--- config.mk ---
export PLATFORM = sky130hd
export DESIGN_NAME = address_mapping_table
export DESIGN_NICKNAME = d
export VERILOG_FILES = /design/src/amt_pkg.sv /design/src/address_mapping_table.sv /design/src/amt_cell.sv
export VERILOG_INCLUDE_DIRS = /design/src /design/src/src
export SDC_FILE = /design/constraint.sdc
export NUM_CORES = 2
export LEC_CHECK = 0
export BUFFER_PORTS_ARGS = -buffer_cell sky130_fd_sc_hd__buf_2
export CORE_MARGIN = 10
export CORE_UTILIZATION = 50
export DETAILED_ROUTE_END_ITERATION = 7
export GPL_ROUTABILITY_DRIVEN = 0
export PLACE_DENSITY = 0.67
export SETUP_SLACK_MARGIN = 0.05
export SYNTH_ARGS = -nofsm -noshare
export SYNTH_HDL_FRONTEND = slang
export SYNTH_SLANG_ARGS = --single-unit
--- constraint.sdc ---
create_clock -name clk -period 3.6 [get_ports clk]
set_input_delay 0.18 -clock clk [delete_from_list [all_inputs] [get_ports clk]]
set_output_delay 0.18 -clock clk [all_outputs]
set_load 0.01 [all_outputs]
--- src/address_mapping_table_macros.svh ---
// Assertion macros for the address mapping table.
`ifndef ADDRESS_MAPPING_TABLE_MACROS_SVH
`define ADDRESS_MAPPING_TABLE_MACROS_SVH
`ifndef SYNTHESIS
// Check that pre implies post in the same cycle.
`define AMT_ASSERT_NOW(label, clk, rst_n, pre, post, msg) \
  label: assert property (@(posedge clk) disable iff (!rst_n) (pre) |-> (post)) \
    else $error(msg);
// Check that pre implies post in the next cycle.
`define AMT_ASSERT_NEXT(label, clk, rst_n, pre, post, msg) \
  label: assert property (@(posedge clk) disable iff (!rst_n) (pre) |=> (post)) \
    else $error(msg);
`else
`define AMT_ASSERT_NOW(label, clk, rst_n, pre, post, msg)
`define AMT_ASSERT_NEXT(label, clk, rst_n, pre, post, msg)
`endif
`endif

--- src/amt_pkg.sv ---
// Shared types and constants of the address mapping table.
`timescale 1ns / 1ps
`default_nettype none
package amt_pkg;
  localparam int ENTRIES_DEF = 8;
  localparam int KEY_W       = 16;
  localparam int IP_W        = 32;
  localparam int PORT_W      = 16;
  localparam int SLOT_W      = 3;

  typedef enum logic [1:0] {
    FUNC_RECORD = 2'd0,
    FUNC_REMOVE = 2'd1,
    FUNC_CLEAR  = 2'd2,
    FUNC_GET    = 2'd3
  } func_e_t;

  // Request broadcast to every cell while it travels the chain.
  typedef struct packed {
    func_e_t             func;
    logic [KEY_W-1:0]    key;
    logic [IP_W-1:0]     ip;
    logic [PORT_W-1:0]   port;
  } req_t;

  // Token handed from cell to cell.
  typedef struct packed {
    logic                valid;
    logic                done;
    logic [IP_W-1:0]     ip;
    logic [PORT_W-1:0]   port;
  } tok_t;
endpackage
`default_nettype wire

--- src/address_mapping_table.sv ---
// Top level of the address mapping table: request control and cell chain.
//
// Usage:
//   Input channel (in_valid/in_ready) carries one request: an operation code
//   (record, remove, clear all, get), a 16-bit key, and the address and port
//   to store on record. Result channel (out_valid/out_ready) returns one
//   result per request: found flag, slot index, and address/port on get.
//   Each request travels a row of ENTRIES cells, one cell per cycle; the
//   first cell that matches (on record: or is free) acts and marks the
//   token done; a clear empties every cell. A record that finds no slot
//   overwrites the slot after the last recorded one when the token leaves
//   the chain. A request passes the start register, the cells, the result
//   register and the output register; one request is in flight at a time,
//   and in_ready goes high again once its result reaches the output register.
//   If the receiver stalls, the new result holds in the result register and
//   in_ready stays low until the output register is free.
//   Reset (rst_n low, synchronous) frees every slot, zeroes all stored
//   addresses and ports and the last recorded slot, and drops any request.
`timescale 1ns / 1ps
`default_nettype none
`include "address_mapping_table_macros.svh"
module address_mapping_table #(
  parameter int ENTRIES = amt_pkg::ENTRIES_DEF
) (
  input  logic                        clk,
  input  logic                        rst_n,
  input  logic                        in_valid,
  output logic                        in_ready,
  input  logic [1:0]                  in_func,
  input  logic [amt_pkg::KEY_W-1:0]   in_node_key,
  input  logic [amt_pkg::IP_W-1:0]    in_ip_value,
  input  logic [amt_pkg::PORT_W-1:0]  in_port_value,
  output logic                        out_valid,
  input  logic                        out_ready,
  output logic                        out_found,
  output logic [amt_pkg::SLOT_W-1:0]  out_slot,
  output logic [amt_pkg::IP_W-1:0]    out_ip_out,
  output logic [amt_pkg::PORT_W-1:0]  out_port_out
);
  import amt_pkg::*;

  localparam int IW = $clog2(ENTRIES);

  typedef enum logic [2:0] {
    S_IDLE = 3'b001,
    S_SCAN = 3'b010,
    S_DONE = 3'b100
  } state_e_t;

  state_e_t          state_r, state_nxt;
  req_t              req_r;
  logic              start_r;
  logic [IW-1:0]     last_r, last_nxt;
  logic              res_found_r;
  logic [SLOT_W-1:0] res_slot_r;
  logic [IP_W-1:0]   res_ip_r;
  logic [PORT_W-1:0] res_port_r;
  logic              out_valid_r;
  logic              out_found_r;
  logic [SLOT_W-1:0] out_slot_r;
  logic [IP_W-1:0]   out_ip_r;
  logic [PORT_W-1:0] out_port_r;

  tok_t              tok   [0:ENTRIES];
  logic [IW-1:0]     slot_c[0:ENTRIES];
  logic [ENTRIES-1:0] fb_sel;
  logic [ENTRIES-1:0] tok_busy;
  tok_t              chain_out;
  logic              in_acc, exit_tok, is_rec, fb_we, out_free;
  logic [IW-1:0]     fb_slot, rec_slot;

  assign in_acc    = in_valid && in_ready;
  assign in_ready  = (state_r == S_IDLE);
  assign chain_out = tok[ENTRIES];
  assign exit_tok  = chain_out.valid;
  assign is_rec    = (req_r.func == FUNC_RECORD);
  assign out_free  = !out_valid_r || out_ready;

  // Slot after the last recorded one, with wrap.
  assign fb_slot  = (last_r == IW'(ENTRIES - 1)) ? '0 : last_r + IW'(1);
  assign fb_we    = exit_tok && is_rec && !chain_out.done;
  assign rec_slot = chain_out.done ? slot_c[ENTRIES] : fb_slot;

  // Inject the token into the first cell the cycle after acceptance.
  assign tok[0]    = '{valid: start_r, done: 1'b0, ip: '0, port: '0};
  assign slot_c[0] = '0;

  genvar g;
  generate
    for (g = 0; g < ENTRIES; g++) begin : g_cell
      assign fb_sel[g]   = fb_we && (fb_slot == IW'(g));
      assign tok_busy[g] = tok[g+1].valid;
      amt_cell #(
        .ENTRIES (ENTRIES),
        .IDX     (g)
      ) u_cell (
        .clk      (clk),
        .rst_n    (rst_n),
        .req      (req_r),
        .tok_in   (tok[g]),
        .slot_in  (slot_c[g]),
        .fb_we    (fb_sel[g]),
        .tok_out  (tok[g+1]),
        .slot_out (slot_c[g+1])
      );
    end
  endgenerate

  always_comb begin
    state_nxt = state_r;
    unique case (state_r)
      S_IDLE:  if (in_acc) state_nxt = S_SCAN;
      S_SCAN:  if (exit_tok) state_nxt = S_DONE;
      S_DONE:  if (out_free) state_nxt = S_IDLE;
      default: state_nxt = S_IDLE;
    endcase
  end

  // Advance the last recorded slot on every record.
  always_comb begin
    last_nxt = last_r;
    if (exit_tok && is_rec) last_nxt = rec_slot;
  end

  always_ff @(posedge clk) begin
    if (!rst_n) begin
      state_r     <= S_IDLE;
      start_r     <= 1'b0;
      last_r      <= '0;
      out_valid_r <= 1'b0;
    end else begin
      state_r <= state_nxt;
      start_r <= in_acc;
      last_r  <= last_nxt;
      if (state_r == S_DONE && out_free) begin
        out_valid_r <= 1'b1;
      end else if (out_ready) begin
        out_valid_r <= 1'b0;
      end
    end
  end

  // Payload registers: request, held result and output.
  always_ff @(posedge clk) begin
    if (in_acc) begin
      req_r.func <= func_e_t'(in_func);
      req_r.key  <= in_node_key;
      req_r.ip   <= in_ip_value;
      req_r.port <= in_port_value;
    end
    if (exit_tok) begin
      res_found_r <= chain_out.done || is_rec;
      if (is_rec) begin
        res_slot_r <= SLOT_W'(rec_slot);
      end else if (chain_out.done) begin
        res_slot_r <= SLOT_W'(slot_c[ENTRIES]);
      end else begin
        res_slot_r <= '0;
      end
      res_ip_r   <= chain_out.ip;
      res_port_r <= chain_out.port;
    end
    if (state_r == S_DONE && out_free) begin
      out_found_r <= res_found_r;
      out_slot_r  <= res_slot_r;
      out_ip_r    <= res_ip_r;
      out_port_r  <= res_port_r;
    end
  end

  assign out_valid    = out_valid_r;
  assign out_found    = out_found_r;
  assign out_slot     = out_slot_r;
  assign out_ip_out   = out_ip_r;
  assign out_port_out = out_port_r;

  // At most one token travels the chain.
  `AMT_ASSERT_NOW(a_one_token, clk, rst_n, 1'b1, $onehot0(tok_busy), "more than one token in chain")
  // A token leaves the chain only while a request is scanning.
  `AMT_ASSERT_NOW(a_exit_scan, clk, rst_n, exit_tok, state_r == S_SCAN, "token exit outside scan")
  // A held result moves to the output once the output is free.
  `AMT_ASSERT_NEXT(a_done_out, clk, rst_n, state_r == S_DONE && out_free, out_valid_r, "result not delivered")
endmodule
`default_nettype wire

--- src/amt_cell.sv ---
// One slot of the table: key, address and port, plus the token stage.
`timescale 1ns / 1ps
`default_nettype none
module amt_cell #(
  parameter int ENTRIES = amt_pkg::ENTRIES_DEF,
  parameter int IDX     = 0
) (
  input  logic                         clk,
  input  logic                         rst_n,
  input  amt_pkg::req_t                req,
  input  amt_pkg::tok_t                tok_in,
  input  logic [$clog2(ENTRIES)-1:0]   slot_in,
  input  logic                         fb_we,
  output amt_pkg::tok_t                tok_out,
  output logic [$clog2(ENTRIES)-1:0]   slot_out
);
  import amt_pkg::*;

  localparam int IW = $clog2(ENTRIES);

  logic [KEY_W-1:0]  key_r, key_nxt;
  logic [IP_W-1:0]   ip_r, ip_nxt;
  logic [PORT_W-1:0] port_r, port_nxt;
  tok_t              tok_r, tok_nxt;
  logic [IW-1:0]     slot_r, slot_nxt;
  logic              match, free, hit;

  assign match = (key_r == req.key);
  assign free  = (key_r == '0);

  always_comb begin
    hit = 1'b0;
    if (tok_in.valid && !tok_in.done) begin
      case (req.func) inside
        FUNC_RECORD:           hit = match || free;
        FUNC_REMOVE, FUNC_GET: hit = match;
        default:               hit = 1'b0;
      endcase
    end
  end

  always_comb begin
    key_nxt  = key_r;
    ip_nxt   = ip_r;
    port_nxt = port_r;
    if (fb_we || (hit && req.func == FUNC_RECORD)) begin
      key_nxt  = req.key;
      ip_nxt   = req.ip;
      port_nxt = req.port;
    end else if (hit && req.func == FUNC_REMOVE) begin
      key_nxt = '0;
    end else if (tok_in.valid && req.func == FUNC_CLEAR) begin
      key_nxt = '0;
    end
  end

  always_comb begin
    tok_nxt       = tok_in;
    tok_nxt.done  = tok_in.done || hit;
    slot_nxt      = hit ? IW'(IDX) : slot_in;
    if (hit && req.func == FUNC_GET) begin
      tok_nxt.ip   = ip_r;
      tok_nxt.port = port_r;
    end
  end

  always_ff @(posedge clk) begin
    if (!rst_n) begin
      key_r       <= '0;
      ip_r        <= '0;
      port_r      <= '0;
      tok_r.valid <= 1'b0;
    end else begin
      key_r       <= key_nxt;
      ip_r        <= ip_nxt;
      port_r      <= port_nxt;
      tok_r.valid <= tok_nxt.valid;
    end
    tok_r.done <= tok_nxt.done;
    tok_r.ip   <= tok_nxt.ip;
    tok_r.port <= tok_nxt.port;
    slot_r     <= slot_nxt;
  end

  assign tok_out  = tok_r;
  assign slot_out = slot_r;
endmodule
`default_nettype wire
[Yosys cells after proc, flatten, opt, wreduce, memory -nomap -nowiden]
Cells that the tools add are included.
W data, S select, Z words.
Operators by class
  add/subtract/negate cells: 1
  eq/ne operators: 25
  mux-type cells: 66
  reduce and logical (&&, ||, !) cells: 106
Operators by type and width (count)
  $mux W16: 24
  $mux W48: 7
  $eq A16 B16 Y1: 8
  $logic_not A16 Y1: 8
  $logic_and A1 B1 Y1: 51
  $mux W1: 27
  $logic_or A1 B1 Y1: 25
  $reduce_bool A3 Y1: 8
  $mux W3: 7
  $eq A3 B3 Y1 const B: 6
  $eq A3 B2 Y1 const B: 3
  $logic_not A1 Y1: 9
  $pmux W3 S3: 1
  $eq A3 B1 Y1 const B: 2
  $eq A2 B2 Y1 const B: 2
  $ne A2 B1 Y1 const B: 2
  $add A3 B1 Y3 const B: 1
  $logic_not A3 Y1: 1
  $reduce_and A3 Y1: 1
  $eq A2 B1 Y1 const B: 1
  $logic_not A2 Y1: 1
  $ne A2 B2 Y1 const B: 1
  $reduce_bool A2 Y1: 1
  $reduce_or A2 Y1: 1
Storage, ports and cells
  bits in registers: 1111
  input bits: 70
  output and inout bits: 54
  logic and storage cells: 277

[Logic depth before layout (Yosys ltp)]
  depth after elaboration: 8
  gate-level depth with buffers: 10
  gate-level depth less buffers: 7

[Cells and area by module]
From an unflattened synthesis, not the netlist that was laid out.
Second synthesis, totals
  cells, all modules: 3547
  area, all modules: 41353.4 um^2
By module, submodules not included
  amt_cell: times used 8, cells an instance 414, area an instance 4458.0 um^2
  address_mapping_table: times used 1, cells an instance 235, area an instance 5689.2 um^2

[Worst setup path before layout]
OpenSTA, ideal clock, no wires.
  path kind: reg2reg
  start: reg g_cell[7].u_cell.tok_r (netlist bit g_cell[7].u_cell.tok_out[49])
  end: reg g_cell[0].u_cell.port_r[10]
  arrival: 2859 ps
  required time: 3474 ps
  slack: 615 ps
  cell stages (with the launch flop): 9
  period minus slack after synthesis: 2985 ps
  cells stage by stage: dfxtp_1 nand2_1 or3_1 a21oi_1 o31ai_1 buf_2 clkbuf_1 nand3_1 o21ai_0
Between the ends
  word-level cells in the longest chain between the ends: 4
RTL lines
  start: declaration: RTL line amt_cell.sv:24  | tok_t tok_r, tok_nxt;
  $logic_and A1 B1 Y1 (2 in series): RTL line address_mapping_table.sv:81  | assign fb_we = exit_tok && is_rec && !chain_out.done;
  $logic_and A1 B1 Y1: RTL line address_mapping_table.sv:91  | assign fb_sel[g] = fb_we && (fb_slot == IW'(g));
  $logic_or A1 B1 Y1: RTL line amt_cell.sv:46  | if (fb_we || (hit && req.func == FUNC_RECORD)) begin
  end signal: assignment: RTL line amt_cell.sv:76  | port_r <= port_nxt;
  end: declaration: RTL line amt_cell.sv:23  | logic [PORT_W-1:0] port_r, port_nxt;
Every way passes these cells.
A chain may end at the register's enable or synchronous reset.

==> implementation parameters <==
Parameter                              Value

STA
  Final setup violation count    0
  Setup slack after layout    0.476 ns
  Hold violation count in the final report    0
  Maximum frequency from static timing analysis    0.320 GHz
  Final Max Slew Viols    0
  Minimum period implied by the final worst setup slack    3.12 ns
  Total negative slack    0 ns
  Slew HR    0.0982
  Post-route clock skew    0.0331 ns
  Worst slew pin tran    1.35 ns
  Setup repair after global routing missed its margin    no
  Minimum hold slack    0.214 ns
  Ratio of final minimum period to clock period    0.868

Layout
  Most frequent cells in the layout    936 x dfxtp_1, 432 x nand2_1, 338 x mux2i_1
  Number of diodes    0
  Signed area change from the synthesized netlist to the final layout    16.1%
  Number of fill cells    6,093
  Most common cell after layout, fill and taps aside    dfxtp_1
  Area occupied by multi-input gates    0.0136 mm^2
  Footprint of the flip-flops and latches    0.0239 mm^2
  Nets    3,267
  Share of layout cells above drive strength 1    0.215

Synthesis
  Share of the yosys chip area belonging to registers    0.624
  Warning count from the yosys run    0
  Cell area after synthesis    0.0383 mm^2
  Post-Synthesis Mean Instance Area    12.7 um^2
  Flops & latches, synth    1,107
  Cells after synthesis    3,023
  Synthesized Nets    3,099
  Yosys cell types    51

Global routing
  Global-route wire length before repair    131 mm
  Via count of the first global-routing pass    24.1k
  Pin count of the biggest net entering global routing    133
  Final global-route overflow total    0
  Overall track demand over capacity in global routing    0.186
  Antenna violations before repair    0

Critical path
  Category of the worst setup path launch point    flop
  Largest fanout on the critical path    48
  Critical Path Max Stage Delay    0.94 ns
  Endpoint kind of the worst setup timing path    flop
  Ordered cell list for the critical path    xor2_1 -> nor4_1 -> nand4_1 -> or4_4 -> mux2_4
  CP required    4.14 ns
  Buf/Inv on CP    0
  CP arrival    3.67 ns
  Family with the most delay on the worst path    simple AND/OR/NAND/NOR gates
  CP max stage cell    or4_4
  Startpoint-to-endpoint class of the critical path    flop to flop

Power and ir drop
  Comb power frac    0.024
  Internal power of the cells    0.0195 W
  Standby leakage power    18.7 nW
  Switching Fraction    0.209
  Clock group share of total power    0.460
  Worst IR drop on VDD    0.430 mV
  Switching power of the nets    0.00515 W
  Sequential share of power    0.516
  Power density over cell area    554 mW/mm^2

Clock tree
  Longest Clk Path Bufs    3
  Number of clock sinks seen by CTS    1,107
  CTS Root Buffer Type    clkbuf_16
  Number of gates resized after CTS    0
  Worst-path clk slew    0.06 ns
  Setup repair bufs after CTS    0
  Clock buffers created by TritonCTS    110
  Clk Latency, worst-skew pair    0.68 ns
  H-tree depth    3
  Clock tree from TritonCTS    yes
  CTS Hold Bufs    71

Min path
  Worst hold path type    input pin to flop

Floorplanning
  Die boundary width    297 um
  Starting utilization of the core area    0.504
  Number of I/O pins    124
  Number of placement rows    101
  Die outline area    0.0880 mm^2
  Die Y    297 um
  Total core area    0.0759 mm^2

Placement
  Placed wire-length estimate    48.8 mm
  Worst setup slack after placement    0.524 ns
  Number of I/O port buffers    123

Route
  Number of design rule violations left after detail routing    0
  Routed wire length    82.2 mm
  Routed wire per std cell    19.1 um
  Via-per-instance ratio    5.29
  Vias post-DR    22.8k
  1st-pass router iterations    7
  Initial drt markers    1,307
  Post-DRT Antenna Nets    0

Job
  Number of max-cap violations    0

Status
  Result of the run    finished, final reports clean
-- cell type report --
cell class	instances	share of cell area
Multi-Input combinational cell	1717	0.306
Clock inverter	35	0.00760
Inverter	10	0.000845
Sequential cell	1107	0.537
Timing Repair Buffer	245	0.0449
Tap cell	1030	0.0290
Clock buffer	168	0.0749
-- per-stage QoR --
stage,instance area (um^2),instances,power [W],utilization
after global placement,40100,4038,0.0135,0.527
after global routing,44400,4312,0.0255,0.585
after CTS,44400,4312,0.0249,0.585
after floorplan,38300,3023,0.0133,-
final,44400,4312,0.0246,0.585
after detailed placement,40100,4038,0.0135,0.527
-- Yosys cell counts (all sizes together) --
cell,count,share of area
nor2b,4,0.00065
or4,5,0.0012
nor3b,3,0.00059
a21oi,9,0.0012
a21o,3,0.00059
a21boi,1,0.00020
clkinv,1,0.000098
a211oi,1,0.00020
inv,9,0.00088
ha,6,0.0020
xor2,112,0.026
nand2b,16,0.0026
o221ai,1,0.00023
a31oi,6,0.00098
a31o,1,0.00023
and2,64,0.010
xnor2,16,0.0037
and3b,1,0.00023
mux2,336,0.10
a2bb2o,30,0.0078
and3,11,0.0018
nor4,58,0.0095
nor3,3,0.00039
nand2,432,0.042
nand3b,1,0.00020
nand4,13,0.0021
o21ai,58,0.0076
nor2,11,0.0011
or3,2,0.00033
nor4b,1,0.00039
mux2i,338,0.088
or2,1,0.00016
edfxtp,170,0.13
a311oi,2,0.00078
clkbuf,97,0.0095
a32o,65,0.017
o41ai,3,0.0011
a22o,3,0.00069
o211a,2,0.00052
dfxtp,937,0.49
buf,92,0.014
o2bb2ai,34,0.0078
nand3,63,0.0082
o31ai,1,0.00020
-- path summary, 6_finish.rpt --
path                                      from                            to  slack [ns]  cells past startpoint
setup / recovery                     req_r[49]  g_cell[5].u_cell.tok_out[28]        0.48                      5
hold / removal                      in_func[1]                     req_r[65]        0.21                      2
setup reg to reg                     req_r[49]  g_cell[5].u_cell.tok_out[28]        0.48                      5
hold reg to reg   g_cell[7].u_cell.tok_out[35]                  res_ip_r[19]        0.40                      0
-- metal layers --
metal / wire, um / global-route usage / part of all wire / vias up
met5: 0 / 0 / 0 / -
met4: 1430 / 0.0521 / 0.017 / 0
met3: 3420 / 0.0290 / 0.042 / 100
met2: 40100 / 0.320 / 0.49 / 408
met1: 37200 / 0.239 / 0.45 / 11400
li1: - / - / - / 10900
-- power by group through the flow --
| stage | Clock, W | Sequential, W | Combinational [W] |
|---|---|---|---|
| after floorplan | 0 | 0.0129 | 0.000358 |
| after global placement | 0 | 0.0130 | 0.000528 |
| after detailed placement | 0 | 0.0130 | 0.000539 |
| after CTS | 0.0116 | 0.0127 | 0.000601 |
| after global routing | 0.0121 | 0.0127 | 0.000654 |
| final | 0.0113 | 0.0127 | 0.000599 |
-- state kept, by name, indices dropped and copies added (netlist names), 16 cells and up --
| register | count |
|---|---|
| g_cell.u_cell.key_r | 128 |
| res_port_r | 16 |
| req_r | 66 |
| g_cell.u_cell.tok_out | 400 |
| out_port_out | 16 |
| g_cell.u_cell.port_r | 128 |
| g_cell.u_cell.slot_out | 17 |
| res_ip_r | 32 |
| g_cell.u_cell.ip_r | 256 |
| out_ip_out | 32 |
-- kinds of logic after synthesis --
group,share of synthesized area
flops,0.624
simple gates,0.0823
mux,0.191
compound gates,0.0471
buf+inv,0.0247
xor+xnor,0.0293
fa+ha+maj,0.00196
Note: power is estimated with default switching activity, not from simulation.
